## config.mk

```make
export PLATFORM = sky130hd
export DESIGN_NAME = line_point_generator_flat
export DESIGN_NICKNAME = d
export VERILOG_FILES = /design/src/rtl/core/lpg_pkg.sv /design/src/rtl/core/lpg_stream_if.sv /design/src/rtl/core/lpg_tracer.sv /design/src/rtl/core/line_point_generator.sv /design/src/flat_wrapper.sv
export SDC_FILE = /design/constraint.sdc
export NUM_CORES = 1
export LEC_CHECK = 0
export ABC_CLOCK_PERIOD_IN_PS = 11500
export BUFFER_PORTS_ARGS = -buffer_cell sky130_fd_sc_hd__buf_2
export CORE_MARGIN = 8
export CORE_UTILIZATION = 62
export CTS_CLUSTER_SIZE = 16
export DETAILED_ROUTE_END_ITERATION = 10
export PLACE_DENSITY = 0.82
export SKIP_LAST_GASP = 1
export SLEW_MARGIN = 5
export SYNTH_ARGS = -nofsm -noshare
export SYNTH_HDL_FRONTEND = slang
export SYNTH_HIERARCHICAL = 1
export SYNTH_SLANG_ARGS = --single-unit
```

## constraint.sdc

```tcl
create_clock -name clock -period 11.5 [get_ports clock]
set_input_delay 2.3 -clock clock [delete_from_list [all_inputs] [get_ports clock]]
set_output_delay 2.3 -clock clock [all_outputs]
set_load 0.01 [all_outputs]
```

## src/rtl/core/lpg_pkg.sv

```systemverilog
package lpg_pkg;

   localparam int CoordWidth = 16;
   localparam int DiffWidth = 17;
   localparam int ErrWidth = 19;

   localparam logic ACTION_STEP = 1'b0;
   localparam logic ACTION_START = 1'b1;

   localparam logic [DiffWidth-1:0] MaxPointsReset = 17'h10000;

   typedef struct packed {
      logic action;
      logic signed [CoordWidth-1:0] start_x;
      logic signed [CoordWidth-1:0] start_y;
      logic signed [CoordWidth-1:0] end_x;
      logic signed [CoordWidth-1:0] end_y;
   } req_item_type;

   typedef struct packed {
      logic signed [CoordWidth-1:0] x_pos;
      logic signed [CoordWidth-1:0] y_pos;
      logic valid_res;
      logic last;
   } rsp_item_type;

endpackage

```

## src/rtl/core/lpg_stream_if.sv

```systemverilog
interface lpg_stream_if #(
   parameter type payload_type = logic
);
   logic valid;
   logic ready;
   payload_type payload;

   modport source (output valid, output payload, input ready);
   modport sink (input valid, input payload, output ready);
endinterface

```

## src/rtl/core/lpg_tracer.sv

```systemverilog
module lpg_tracer (
   input  logic clock,
   input  logic reset,
   input  logic advance,
   input  lpg_pkg::req_item_type item,
   input  logic [16:0] max_points,
   output lpg_pkg::rsp_item_type result
);
   import lpg_pkg::*;

   logic signed [CoordWidth-1:0] cur_x_ff, cur_x_in;
   logic signed [CoordWidth-1:0] cur_y_ff, cur_y_in;
   logic signed [ErrWidth-1:0] err_ff, err_in;
   logic [DiffWidth-1:0] major_ff, major_in;
   logic [DiffWidth-1:0] minor_ff, minor_in;
   logic x_major_ff, x_major_in;
   logic [1:0] signs_ff, signs_in;
   logic [DiffWidth-1:0] left_ff, left_in;

   logic signed [DiffWidth-1:0] dx;
   logic signed [DiffWidth-1:0] dy;
   logic [DiffWidth-1:0] adx;
   logic [DiffWidth-1:0] ady;
   logic [DiffWidth-1:0] s_major;
   logic [DiffWidth-1:0] s_minor;
   logic [DiffWidth-1:0] limit;
   logic [DiffWidth-1:0] limit_m1;
   logic minor_step;
   logic [CoordWidth-1:0] x_inc;
   logic [CoordWidth-1:0] y_inc;
   logic signed [ErrWidth-1:0] major_sub;

   always_comb begin
      dx = {item.end_x[CoordWidth-1], item.end_x} - {item.start_x[CoordWidth-1], item.start_x};
      dy = {item.end_y[CoordWidth-1], item.end_y} - {item.start_y[CoordWidth-1], item.start_y};
      adx = dx[DiffWidth-1] ? DiffWidth'(-dx) : DiffWidth'(dx);
      ady = dy[DiffWidth-1] ? DiffWidth'(-dy) : DiffWidth'(dy);
      if (adx > ady) begin
         s_major = adx;
         s_minor = ady;
      end else begin
         s_major = ady;
         s_minor = adx;
      end
      limit = (max_points == '0) ? 17'd1 : max_points;
      limit_m1 = (max_points == '0) ? 17'd0 : DiffWidth'(max_points - 17'd1);

      minor_step = !err_ff[ErrWidth-1] && (err_ff != '0);
      x_inc = signs_ff[0] ? 16'hFFFF : 16'h0001;
      y_inc = signs_ff[1] ? 16'hFFFF : 16'h0001;
      major_sub = minor_step ? ErrWidth'({1'b0, major_ff, 1'b0}) : '0;

      cur_x_in = cur_x_ff;
      cur_y_in = cur_y_ff;
      err_in = err_ff;
      major_in = major_ff;
      minor_in = minor_ff;
      x_major_in = x_major_ff;
      signs_in = signs_ff;
      left_in = left_ff;
      result = '0;

      if (item.action == ACTION_START) begin
         signs_in = {dy[DiffWidth-1], dx[DiffWidth-1]};
         x_major_in = (adx > ady);
         major_in = s_major;
         minor_in = s_minor;
         err_in = ErrWidth'({1'b0, s_minor, 1'b0}) - ErrWidth'({2'b00, s_major});
         cur_x_in = item.start_x;
         cur_y_in = item.start_y;
         left_in = (s_major >= limit) ? limit_m1 : s_major;
         result.x_pos = item.start_x;
         result.y_pos = item.start_y;
         result.valid_res = 1'b1;
         result.last = (left_in == '0);
      end else if (left_ff != '0) begin
         if (x_major_ff) begin
            cur_x_in = cur_x_ff + x_inc;
            if (minor_step) begin
               cur_y_in = cur_y_ff + y_inc;
            end
         end else begin
            cur_y_in = cur_y_ff + y_inc;
            if (minor_step) begin
               cur_x_in = cur_x_ff + x_inc;
            end
         end
         err_in = err_ff + ErrWidth'({1'b0, minor_ff, 1'b0}) - major_sub;
         left_in = DiffWidth'(left_ff - 17'd1);
         result.x_pos = cur_x_in;
         result.y_pos = cur_y_in;
         result.valid_res = 1'b1;
         result.last = (left_in == '0);
      end
   end

   always_ff @(posedge clock) begin
      if (reset) begin
         cur_x_ff <= '0;
         cur_y_ff <= '0;
         err_ff <= '0;
         major_ff <= '0;
         minor_ff <= '0;
         x_major_ff <= 1'b0;
         signs_ff <= '0;
         left_ff <= '0;
      end else if (advance) begin
         cur_x_ff <= cur_x_in;
         cur_y_ff <= cur_y_in;
         err_ff <= err_in;
         major_ff <= major_in;
         minor_ff <= minor_in;
         x_major_ff <= x_major_in;
         signs_ff <= signs_in;
         left_ff <= left_in;
      end
   end

endmodule

```

## src/rtl/core/line_point_generator.sv

```systemverilog
// Pipeline: a request transaction accepted into the first stage is registered there, and
// its result is registered in the response register when the first stage advances.
// Throughput: one transaction per cycle; the request side stays ready while the
// response register is free or is being taken in the same cycle.
// Reset: synchronous, active high; clears the line state and both pipeline
// valid bits, and sets max_points to 65536.
module line_point_generator (
   input  logic clock,
   input  logic reset,
   lpg_stream_if.sink req_chan,
   lpg_stream_if.source rsp_chan,
   input  logic csr_write_en,
   input  logic [16:0] csr_write_data
);
   import lpg_pkg::*;

   logic s1_valid_ff, s1_valid_in;
   req_item_type s1_item_ff;
   logic rsp_valid_ff, rsp_valid_in;
   rsp_item_type rsp_item_ff;
   rsp_item_type next_result;
   logic [DiffWidth-1:0] max_points_ff;
   logic advance;
   logic req_accept;

   assign advance = s1_valid_ff && (!rsp_valid_ff || rsp_chan.ready);
   assign req_chan.ready = !s1_valid_ff || advance;
   assign req_accept = req_chan.valid && req_chan.ready;

   assign rsp_chan.valid = rsp_valid_ff;
   assign rsp_chan.payload = rsp_item_ff;

   always_comb begin
      s1_valid_in = s1_valid_ff;
      if (req_accept) begin
         s1_valid_in = 1'b1;
      end else if (advance) begin
         s1_valid_in = 1'b0;
      end
      rsp_valid_in = rsp_valid_ff;
      if (advance) begin
         rsp_valid_in = 1'b1;
      end else if (rsp_chan.ready) begin
         rsp_valid_in = 1'b0;
      end
   end

   lpg_tracer u_tracer (
      .clock      (clock),
      .reset      (reset),
      .advance    (advance),
      .item       (s1_item_ff),
      .max_points (max_points_ff),
      .result     (next_result)
   );

   always_ff @(posedge clock) begin
      if (reset) begin
         s1_valid_ff <= 1'b0;
         rsp_valid_ff <= 1'b0;
         max_points_ff <= MaxPointsReset;
      end else begin
         s1_valid_ff <= s1_valid_in;
         rsp_valid_ff <= rsp_valid_in;
         if (csr_write_en) begin
            max_points_ff <= csr_write_data;
         end
      end
   end

   always_ff @(posedge clock) begin
      if (req_accept) begin
         s1_item_ff <= req_chan.payload;
      end
      if (advance) begin
         rsp_item_ff <= next_result;
      end
   end

   // An empty response carries no coordinates.
   assert property (@(posedge clock) disable iff (reset)
      rsp_valid_ff && !rsp_item_ff.valid_res |->
         rsp_item_ff.x_pos == '0 && rsp_item_ff.y_pos == '0 && !rsp_item_ff.last)
      else $error("empty response carries data");

   // The last flag only marks a real point.
   assert property (@(posedge clock) disable iff (reset)
      rsp_valid_ff && rsp_item_ff.last |-> rsp_item_ff.valid_res)
      else $error("last set without a point");

   // A transaction that leaves the first stage shows up as a response next cycle.
   assert property (@(posedge clock) disable iff (reset)
      advance |=> rsp_valid_ff)
      else $error("advanced transaction lost");

   // A start transaction always produces a point.
   assert property (@(posedge clock) disable iff (reset)
      advance && s1_item_ff.action == ACTION_START |=> rsp_item_ff.valid_res)
      else $error("start transaction without a point");

endmodule

```

## src/flat_wrapper.sv

```systemverilog
// flat-port wrapper written by rule: the top's interface ports become plain ports
module line_point_generator_flat import lpg_pkg::*;
  (clock, reset, csr_write_en, csr_write_data, req_chan_valid, req_chan_payload, req_chan_ready, rsp_chan_valid, rsp_chan_payload, rsp_chan_ready);
  lpg_stream_if #(.payload_type(req_item_type)) req_chan_i ();
  lpg_stream_if #(.payload_type(rsp_item_type)) rsp_chan_i ();
  input  logic clock;
  input  logic reset;
  input  logic csr_write_en;
  input  logic [16:0] csr_write_data;
  input wire logic [$bits(req_chan_i.valid)-1:0] req_chan_valid;
  input wire logic [$bits(req_chan_i.payload)-1:0] req_chan_payload;
  output wire logic [$bits(req_chan_i.ready)-1:0] req_chan_ready;
  output wire logic [$bits(rsp_chan_i.valid)-1:0] rsp_chan_valid;
  output wire logic [$bits(rsp_chan_i.payload)-1:0] rsp_chan_payload;
  input wire logic [$bits(rsp_chan_i.ready)-1:0] rsp_chan_ready;
  assign req_chan_i.valid = req_chan_valid;
  assign req_chan_i.payload = req_chan_payload;
  assign req_chan_ready = req_chan_i.ready;
  assign rsp_chan_valid = rsp_chan_i.valid;
  assign rsp_chan_payload = rsp_chan_i.payload;
  assign rsp_chan_i.ready = rsp_chan_ready;
  line_point_generator u_core (.clock(clock), .reset(reset), .req_chan(req_chan_i), .rsp_chan(rsp_chan_i), .csr_write_en(csr_write_en), .csr_write_data(csr_write_data));
endmodule
```

==> results of run 1 <==
==> power by group through the flow <==
stage	registers [mW]	clock network, mW	logic (mW)
floorplan	0.988	0	2.01
global placement	0.998	0	2.62
detailed placement	1.00	0	2.68
CTS	0.985	0.814	2.71
global route	0.996	0.851	3.02
finish	0.986	0.804	2.77
==> stage by stage <==
step                      setup WS, ns  std cells  power (mW)  utilization [%]
after floorplan                   3.25       1971        3.00                -
after global placement            2.40       2364        3.62             66.3
after detailed placement          2.05       2364        3.68             66.3
after CTS                         1.94       2410        4.51             69.4
after global routing             0.789       2410        4.87             69.4
final                             1.79       2410        4.56             69.4
==> cell families (layout without fill, tap and decap cells) <==
| group | count (synthesis) | after routing | share of synthesized area (%) |
|---|---|---|---|
| mux | 68 | 68 | 4.23 |
| fa+ha+maj | 154 | 154 | 12.7 |
| xor+xnor | 112 | 112 | 6.01 |
| buf+inv | 287 | 391 | 6.87 |
| flops | 223 | 223 | 33.2 |
| simple gates | 606 | 606 | 17.1 |
| compound gates | 521 | 521 | 19.8 |
==> layout make-up <==
| cell class | count | area [sq um] |
|---|---|---|
| inverters | 206 | 773 |
| multi-input cells | 1461 | 9880 |
| fillers | 2121 | 7970 |
| clock inverters | 12 | 120 |
| repair buffers | 139 | 741 |
| well taps | 335 | 419 |
| clock buffers | 34 | 699 |
| flip-flops and latches | 223 | 5460 |
==> path summary, 6_finish.rpt <==
kind / end / slack [ns] / depth (start not counted)
setup / recovery: u_core/u_tracer/err_ff[18]$_SDFFE_PP0P_ / 1.79 / 41
hold / removal: u_core/u_tracer/minor_ff[11]$_SDFFE_PP0P_ / 0.45 / 2
setup reg to reg: u_core/u_tracer/err_ff[18]$_SDFFE_PP0P_ / 1.79 / 41
hold reg to reg: u_core/u_tracer/minor_ff[11]$_SDFFE_PP0P_ / 0.45 / 2
==> registers in the layout, summed over array words and instances, names as in the netlist, 17 cells and up <==
signal,count
u_core/max_points_ff,17
u_core/u_tracer/left_ff,17
u_core/u_tracer/err_ff,19
u_core/u_tracer/major_ff,17
u_core/u_tracer/minor_ff,17
u_core/rsp_chan.payload,34
u_core/s1_item_ff,65
==> per-layer routing <==
metal	GRT usage (%)	part of all wire (%)
met4	10.7	3.7
met5	0	0
met2	48.8	47
met1	37.8	42
met3	3.73	6.8
==> critical path: cells and delay by family, from the launching register on <==
kind                       cells  cell delay [ns]
AOI/OAI and AO/OA             25             5.32
and+or+nand+nor                8             1.82
adders and majority gates      4             1.27
xor gates and xnor gates       2             0.43
DFF                            1             0.40
buffers and inverters          2             0.40
==> cells in the mapped netlist (7+ instances only) <==
cell type and count:
and2_1 28, nor3b_1 7, or2_2 7, a22oi_1 7, a21o_1 25, inv_1 205, buf_1 8, xor2_1 36
xnor2_1 75, or3_1 12, ha_1 130, o31ai_1 14, nor2b_1 17, o21ai_0 93, clkbuf_1 63, nor2_1 207
o21ai_1 13, o21a_1 15, o211ai_1 25, and3_1 9, nor4_1 22, a31oi_1 7, mux2i_1 59, nand2b_1 21
mux2_2 7, o21bai_1 23, a21boi_0 7, a211oi_1 29, dfxtp_1 124, nand3_1 31, edfxtp_1 99, a21oi_1 207
nor3_1 32, nand4_1 15, fa_1 23, nand2_1 175
==> reports/summary.txt, run 1 <==
Fraction of registers with async set/reset: 0%
P_sw: 2.11 mW
Die span in x: 179 um
DRC: 0
Slew Viols, Final: 0
Wire per inst: 19.5 um
Placed instance area: 17300 sq um
Ports: 123
Final hold violation count: 0
Register share of total power: 21.6%
Crit path max-delay cell type: or2_1
Core footprint: 26100 sq um
Worst-margin pin slew: 1.21 ns
I/O Buffers: 122
GP Congestion: 0.943
CTS tree: built
PostCTS Resize Cnt: 0
Num CTS Buffers: 25
Syn Std Cell Area: 16400 sq um
CP Launch Type: register
Critical path required time: 11.96 ns
Switching share of power: 46.2%
Synth unique cells: 88
Vias in the first global route: 14300
Skew final: 0.0196 ns
Final instance area: 18100 sq um
Min cycle time layout: 9.71 ns
R2R Path Start: u_core/s1_item_ff[48]$_DFFE_PP_
Final setup vio count: 0
Worst-case clock buffer depth: 3
Synthesized Nets: 2211
Commonest non-fill, non-tap cell in the layout: a21oi_1
Area contributors post-synth: edfxtp_1 18%, dfxtp_1 15%, ha_1 9.9%, a21oi_1 6.3%, nor2_1 4.7%
Dominant cell type by area after synthesis: edfxtp_1
Internal: 2.46 mW
Hold Path Origin: u_core/u_tracer/minor_ff[11]$_SDFFE_PP0P_
Most frequent cells in the layout: 207 x a21oi_1, 206 x nor2_1, 205 x inv_1, 174 x nand2_1, 130 x ha_1
DP HPWL: 34800 um
Post-synthesis register bit count: 223
Setup TNS: 0 ns
Setup Fix Bufs, Post-CTS: 0
Crit Path Category: reg -> reg
Hold WC Path Type: reg -> reg
CTS Sinks: 223
Clock slew at reported path FFs: 0.06 ns
Post-synth top flop: dfxtp_1
Drt total wl: 47000 um
Via Count: 14700
Total global routing overflow: 0
Die height: 179 um
VDD IR-drop max: 0.211 mV
Leakage: 7.78 nW
Crit share post-route: 84.5%
Row Count: 59
Post-synth top area share: 18.1%
Share of post-route cells with drive strength above 1: 10.5%
First-pass GRT wire length: 74500 um
Initial antenna violation count: 0
Hold_buf cts: 0
Hold WS: 0.453 ns
Antenna diodes: 0
1st-iter DRT viols: 1285
Largest net degree at the start of global routing: 69
Die ar.: 32000 sq um
Synth warnings: 6
CP most frequent cell: a21oi_1
Post-synth EDFFs: 99
Total of max-cap violations: 0
Register area share after synthesis: 33.2%
Root Buffer: clkbuf_16
FMAX: 103 MHz
Final net count: 2296
Syn_area_per_cell: 8.35 sq um
Crit path from: u_core/s1_item_ff[48]$_DFFE_PP_
Clock power share: 17.6%
Cells after synthesis: 1971
Largest stage delay on the critical path: 0.50 ns
Status: finished, final reports clean
Critical Path End Type: register
Comb power frac: 60.8%
Crit Path Max Fanout: 20
P per Cell Area: 252 nW/um^2
Detailed-route vias per instance: 6.10
Latest clock arrival within the worst-skew pair: 0.55 ns
TritonRoute pass-1 iters: 5
Relative max-transition margin: 19.1%
Post-route ant nets: 0
H-Tree Depth: 1
Worst Path Arrival: 10.18 ns
Initial Utilization: 63.1%
Area growth syn-to-layout: 9.99%
Total track usage: 29.1%
RSZ-0062 raised after global routing: false
Power figures use the tool's default switching activity.
==> run 2, diff against run 1 <==
Settings changed: ABC_AREA set to 1, ABC_CLOCK_PERIOD_IN_PS 11500 to 7900, CORE_UTILIZATION 62 to 56, PLACE_DENSITY 0.82 to 0.78.
Clock period 11.5 ns to 7.9 ns, I/O delays scaled along.
==> reports/summary.txt, run 2 <==
Status: finished, final reports clean
Metal-1 WL: 21700 um (+9.1%)
FMAX: 139 MHz (+35%)
Antenna diodes: 0 (unchanged)
Drt total wl: 48300 um (+2.6%)
Crit path max-delay cell type: edfxtp_1
Slew Viols, Final: 0 (unchanged)
Placed instance area: 17900 sq um (+3.5%)
Largest net degree at the start of global routing: 68 (-1.4%)
CTS Sinks: 223 (unchanged)
Most flops, register: u_core/s1_item_ff
Wire per inst: 16.9 um (-13%)
Total global routing overflow: 0 (unchanged)
Initial Utilization: 56.2% (-6.9 points)
Largest stage delay on the critical path: 0.39 ns (-0.11 ns)
Leakage: 9.35 nW (+20%)
Main combinational cell family by area after synthesis: simple AND/OR/NAND/NOR gates
Num CTS Buffers: 26 (+4.0%)
Final net count: 2677 (+17%)
Vias in the first global route: 14600 (+1.9%)
Share of post-route cells with drive strength above 1: 11.5% (+1.1 points)
Area contributors post-synth: edfxtp_1 17%, dfxtp_1 15%, nand2_1 9.9%, ha_1 9.6%, inv_1 9.0%
Total of max-cap violations: 0 (unchanged)
Critical Path End Type: register
Final hold violation count: 0 (unchanged)
Post-placement worst setup slack: 0.375 ns (-1.68 ns)
CP most frequent cell: nand2_1
Largest register FFs: 65 (unchanged)
Worst-margin pin slew: 0.922 ns (-0.291 ns)
Crit share post-route: 90.9% (+6.5 points)
Register area share after synthesis: 32.1% (-1.1 points)
CTS tree: built
Post-synth top flop: dfxtp_1
Fraction of registers with async set/reset: 0% (unchanged)
Post-synth EDFFs: 99 (unchanged)
H-Tree Depth: 1 (unchanged)
GP Congestion: 0.929 (-1.5%)
Hold WS: 0.468 ns (+0.0150 ns)
Area growth syn-to-layout: 10.9%
Syn Std Cell Area: 17000 sq um (+3.4%)
Worst-case clock buffer depth: 3 (unchanged)
VDD IR-drop max: 0.216 mV (+2.1%)
Root Buffer: clkbuf_16
1st-iter DRT viols: 1314 (+2.3%)
Crit Path Max Fanout: 26 (+30%)
Post-synth top area share: 17.5% (-0.59 points)
Synth top cells by count: 447 x nand2_1, 406 x inv_1, 218 x o21ai_0
Synth unique cells: 65 (-26%)
Top-count cell post-synth: nand2_1
Synth Area in Compound Gates: 18.4% (-1.4 points)
Routed wl met3: 4510 um (+42%)
Skew final: 0.0175 ns (-0.00206 ns)
I/O Buffers: 122 (unchanged)
Synthesized Nets: 2576 (+17%)
Synth Area in Simple Gates: 21.0% (+3.8 points)
Core footprint: 30300 sq um (+16%)
Hold WC Path Type: reg -> reg
Synth Area in Adders: 12.3% (-0.48 points)
Commonest non-fill, non-tap cell in the layout: nand2_1
Post-route setup slack: 0.716 ns (-1.07 ns)
Top layer in use: met4
Post-synthesis register bit count: 223 (unchanged)
CP Launch Type: register
Final instance area: 18900 sq um (+4.3%)
Crit Path Category: reg -> reg
First-pass GRT wire length: 75600 um (+1.4%)
Final setup vio count: 0 (unchanged)
Cells after synthesis: 2336 (+19%)
Clock slew at reported path FFs: 0.06 ns (about the same)
Row Count: 64 (+8.5%)
TritonRoute pass-1 iters: 5 (unchanged)
Die span in x: 190 um (+6.4%)
Die ar.: 36200 sq um (+13%)
Dominant cell type by area after synthesis: edfxtp_1
Post-synthesis xor/xnor area fraction: 4.64% (-1.4 points)
Routed wl met2: 21200 um (-4.5%)
Most frequent cells in the layout: 444 x nand2_1, 404 x inv_1, 216 x o21ai_0, 200 x a21oi_1, 171 x nor2_1
DRC: 0 (unchanged)
Min cycle time layout: 7.18 ns (-2.53 ns)
Worst Path Arrival: 7.61 ns (-2.57 ns)
DP HPWL: 37300 um (+7.2%)
Synth warnings: 6 (unchanged)
Syn_area_per_cell: 7.28 sq um (-13%)
Total track usage: 25.9% (-3.2 points)
Ports: 123 (unchanged)
Critical path required time: 8.33 ns (-3.63 ns)
P per Cell Area: 367 nW/um^2 (+45%)
Detailed-route vias per instance: 5.49 (-10%)
Relative max-transition margin: 38.4% (+19 points)
Latest clock arrival within the worst-skew pair: 0.54 ns (about the same)
Via Count: 15700 (+6.6%)
Die height: 190 um (+6.4%)
Initial antenna violation count: 0 (unchanged)
Post-route ant nets: 0 (unchanged)
Mux cell area share after synthesis: 0.118% (-4.1 points)
==> run 2: worst max-delay path, delay by kind of cell (launching register included) <==
kind                     cells  cell delay, ns
AO/OA/AOI/OAI               14            2.31
AND/OR/NAND/NOR             25            2.46
adder cells (fa/ha/maj)      4            1.29
flip-flops                   1            0.39
buffers and inverters        3            0.36
XOR/XNOR                     1            0.25
==> run 2: per-stage QoR <==
step	setup TNS, ns	utilization (%)	std cells	power (mW)
after floorplan	0	-	2336	4.46
after global placement	0	59.1	2798	5.45
after detailed placement	0	59.1	2798	5.53
after CTS	0	62.1	2846	6.81
after global routing	-0.0159	62.3	2853	7.48
final	0	62.3	2853	6.92
==> run 2: report_power, final <==
part	switching [mW]	internal (mW)	total, mW	leakage [nW]
Combinational	2.85	1.39	4.24	6.92
Clock	0.490	0.761	1.25	0.447
Sequential	0.0846	1.34	1.43	1.98
Total	3.42	3.50	6.92	9.35
==> run 2: layer usage <==
| layer | up-vias | global-route usage [%] |
|---|---|---|
| met2 | 557 | 41.0 |
| li1 | 7855 | - |
| met4 | 0 | 5.37 |
| met1 | 7185 | 36.1 |
| met5 | - | 0 |
| met3 | 60 | 5.38 |
==> run 2: cells by family (layout without fill, tap and decap cells) <==
family	count (synthesis)	after routing
XOR/XNOR	88	88
adder cells (fa/ha/maj)	153	153
AO/OA/AOI/OAI	554	554
AND/OR/NAND/NOR	824	825
buffers and inverters	492	612
multiplexers	2	2
flip-flops	223	223
==> run 2: repair_timing <==
action	CTS	global route
setup buffers	0	5
resized for setup	0	9
endpoints found under the setup margin	0	19
endpoints found under the hold margin	0	0
hold buffers	0	0
==> run 2: layout make-up <==
class	count	area, sq um
well taps	396	495
flip-flops and latches	223	5460
inverters	420	1590
clock buffers	34	743
repair buffers	143	768
fillers	2733	11400
repair inverters	1	5.00
clock inverters	14	155
multi-input cells	1622	9660
==> run 2: path summary, 6_finish.rpt <==
check	slack (ns)	cells after the start	end	start
hold reg to reg	0.47	2	u_core/u_tracer/major_ff[0]$_SDFFE_PP0P_	u_core/u_tracer/major_ff[0]$_SDFFE_PP0P_
setup reg to reg	0.72	47	u_core/u_tracer/err_ff[14]$_SDFFE_PP0P_	u_core/s1_item_ff[32]$_DFFE_PP_
hold / removal	0.47	2	u_core/u_tracer/major_ff[0]$_SDFFE_PP0P_	u_core/u_tracer/major_ff[0]$_SDFFE_PP0P_
setup / recovery	0.72	47	u_core/u_tracer/err_ff[14]$_SDFFE_PP0P_	u_core/s1_item_ff[32]$_DFFE_PP_
==> run 3, diff against run 2 <==
==> constraint.sdc (replaced) <==
create_clock -name clock -period 7.9 [get_ports clock]
set_input_delay 1.185 -clock clock [delete_from_list [all_inputs] [get_ports clock]]
set_output_delay 1.185 -clock clock [all_outputs]
set_load 0.01 [all_outputs]
==> reports/summary.txt, run 3 (synthesized netlist as in run 2, its figures left out) <==
Status: finished, final reports clean
Reg2Reg Depth: 43 (-8.5%)
Crit path max-delay cell type: nor3b_1
FMAX: 141 MHz (+1.1%)
Area growth syn-to-layout: 10.9% (about the same)
Final net count: 2678 (+0.037%)
Internal: 3.48 mW (-0.61%)
TritonRoute pass-1 iters: 5 (unchanged)
Switching share of power: 49.7% (+0.25 points)
Most flops, register: u_core/s1_item_ff
Crit Path Max Fanout: 26 (unchanged)
Vias in the first global route: 14700 (+0.79%)
Clock slew at reported path FFs: 0.06 ns (about the same)
Latest clock arrival within the worst-skew pair: 0.56 ns (+0.02 ns)
Critical path required time: 8.32 ns (about the same)
Skew final: 0.0290 ns (+0.0115 ns)
Hold WC Path Type: reg -> reg
1st-iter DRT viols: 1404 (+6.8%)
Wire per inst: 16.9 um (about the same)
I/O Buffers: 122 (unchanged)
Drt total wl: 48300 um (about the same)
Detailed-route vias per instance: 5.48 (-0.11%)
Min cycle time layout: 7.11 ns (-0.0780 ns)
Die ar.: 36200 sq um (unchanged)
Largest stage delay on the critical path: 0.43 ns (+0.04 ns)
DRC: 0 (unchanged)
CTS Sinks: 223 (unchanged)
VDD IR-drop max: 0.230 mV (+6.8%)
Worst-case clock buffer depth: 3 (unchanged)
P_sw: 3.44 mW (+0.39%)
Die span in x: 190 um (unchanged)
Antenna diodes: 0 (unchanged)
Final hold violation count: 0 (unchanged)
Initial antenna violation count: 1 (+1)
WHS Path Cells: 2 (unchanged)
Ports: 123 (unchanged)
Final setup vio count: 0 (unchanged)
Total global routing overflow: 0 (unchanged)
First-pass GRT wire length: 76000 um (+0.52%)
Leakage: 9.33 nW (-0.21%)
Row Count: 64 (unchanged)
P per Cell Area: 367 nW/um^2 (about the same)
Largest net degree at the start of global routing: 68 (unchanged)
DP HPWL: 37100 um (-0.44%)
CP most frequent cell: nand2_1
Post-route ant nets: 0 (unchanged)
R2R Path Start: u_core/s1_item_ff[48]$_DFFE_PP_
Total power: 6.91 mW (-0.11%)
Worst Hold Path EP: u_core/max_points_ff[16]$_SDFFE_PP1P_
CTS tree: built
Post-route setup slack: 0.794 ns (+0.0780 ns)
Post-placement worst setup slack: 0.322 ns (-0.0528 ns)
Total track usage: 26.0% (+0.15 points)
Crit share post-route: 89.9% (-0.99 points)
Share of post-route cells with drive strength above 1: 11.5% (-0.045 points)
Comb power frac: 61.3% (about the same)
Worst Path Arrival: 7.52 ns (-0.09 ns)
Critical Path End Type: register
Relative max-transition margin: 36.3% (-2.1 points)
Register share of total power: 20.7% (about the same)
Die height: 190 um (unchanged)
Total of max-cap violations: 0 (unchanged)
CP Launch Type: register
Via Count: 15600 (-0.077%)
H-Tree Depth: 1 (unchanged)
Crit Path Category: reg -> reg
Worst R2R Setup Slack: 0.79 ns (+0.08 ns)
Slew Viols, Final: 0 (unchanged)
Hold WS: 0.482 ns (+0.0132 ns)
Initial Utilization: 56.2% (unchanged)
R2r endpoint: u_core/rsp_chan.payload[0]$_DFFE_PP_
Worst-margin pin slew: 0.953 ns (+0.0310 ns)
Largest register FFs: 65 (unchanged)
Root Buffer: clkbuf_16
Most frequent cells in the layout: 444 x nand2_1, 404 x inv_1, 215 x o21ai_0, 200 x a21oi_1, 171 x nor2_1
Core footprint: 30300 sq um (unchanged)
GP Congestion: 0.931 (+0.20%)
Hold Path Origin: u_core/max_points_ff[16]$_SDFFE_PP1P_
Commonest non-fill, non-tap cell in the layout: nand2_1
Num CTS Buffers: 26 (unchanged)
Clock power share: 18.0% (about the same)
run 3: changes by cell type in the layout (fill, tap and decap cells not counted), moves of 2 or more:
cell,before,now
clkinv_1,3,7
clkbuf_1,4,1
clkbuf_16,28,26
clkbuf_8,2,0
clkinv_2,9,7
clkinv_4,1,3
clkinvlp_4,2,4
run 3: cell type report:
cell class | count | area [sq um]
clock buffer | 27 | 654
clock inverter | 21 | 230
fill | 2798 | 11400
inverter | 420 | 1590
multi-input combinational | 1622 | 9650
sequential | 223 | 5460
tap | 396 | 495
timing repair buffer | 144 | 776
timing repair inverter | 1 | 5.00
run 3: critical path, delay by kind of cell, from the launching register on:
kind	cells	cell delay, ns
AO/OA/AOI/OAI	10	1.39
flip-flops	1	0.39
buffers and inverters	5	0.65
AND/OR/NAND/NOR	23	3.05
XOR/XNOR	1	0.25
adder cells (fa/ha/maj)	4	1.24
run 3: worst max path at each step:
stage,cells after the start,slack [ns],from,to
after CTS,49,0.28,u_core/s1_item_ff[32]$_DFFE_PP_,u_core/rsp_chan.payload[0]$_DFFE_PP_
after global routing,49,-0.01,u_core/s1_item_ff[32]$_DFFE_PP_,u_core/u_tracer/err_ff[14]$_SDFFE_PP0P_
after detailed placement,49,0.32,u_core/s1_item_ff[32]$_DFFE_PP_,u_core/rsp_chan.payload[0]$_DFFE_PP_
after floorplan,43,1.50,u_core/s1_item_ff[48]$_DFFE_PP_,u_core/rsp_chan.payload[0]$_DFFE_PP_
final,43,0.79,u_core/s1_item_ff[48]$_DFFE_PP_,u_core/rsp_chan.payload[0]$_DFFE_PP_
after global placement,49,0.56,u_core/s1_item_ff[32]$_DFFE_PP_,u_core/rsp_chan.payload[0]$_DFFE_PP_
run 3: timing repair:
item | in CTS | in global routing
endpoints found under the setup margin | 0 | 19
hold buffers | 0 | 0
endpoints found under the hold margin | 0 | 0
setup buffers | 0 | 6
resized for setup | 0 | 9
run 3: through the flow:
| step | instances | util (%) | TNS, ns | area (sq um) |
|---|---|---|---|---|
| floorplan | 2336 | - | 0 | 17000 |
| global placement | 2798 | 59.1 | 0 | 17900 |
| detailed placement | 2798 | 59.1 | 0 | 17900 |
| CTS | 2846 | 62.0 | 0 | 18800 |
| global route | 2854 | 62.3 | -0.0110 | 18900 |
| finish | 2854 | 62.3 | 0 | 18900 |
run 3: power groups by stage:
| stage | Combinational (mW) | Sequential (mW) | Clock (mW) |
|---|---|---|---|
| 2_1_floorplan | 3.02 | 1.44 | 0 |
| 3_3_place_gp | 4.00 | 1.44 | 0 |
| 3_5_place_dp | 4.08 | 1.45 | 0 |
| 4_1_cts | 4.11 | 1.43 | 1.26 |
| 5_1_grt | 4.73 | 1.44 | 1.31 |
| 6_report | 4.24 | 1.43 | 1.25 |
run 3: layer usage:
| metal | wire length (um) | GRT usage, % | part of all wire [%] | vias to the layer above |
|---|---|---|---|---|
| met5 | 11 | 0 | 0.023 | - |
| met1 | 22100 | 36.6 | 46 | 7185 |
| met2 | 21100 | 40.9 | 44 | 520 |
| met4 | 1010 | 5.94 | 2.1 | 2 |
| met3 | 4080 | 5.08 | 8.4 | 64 |
| li1 | - | - | - | 7874 |
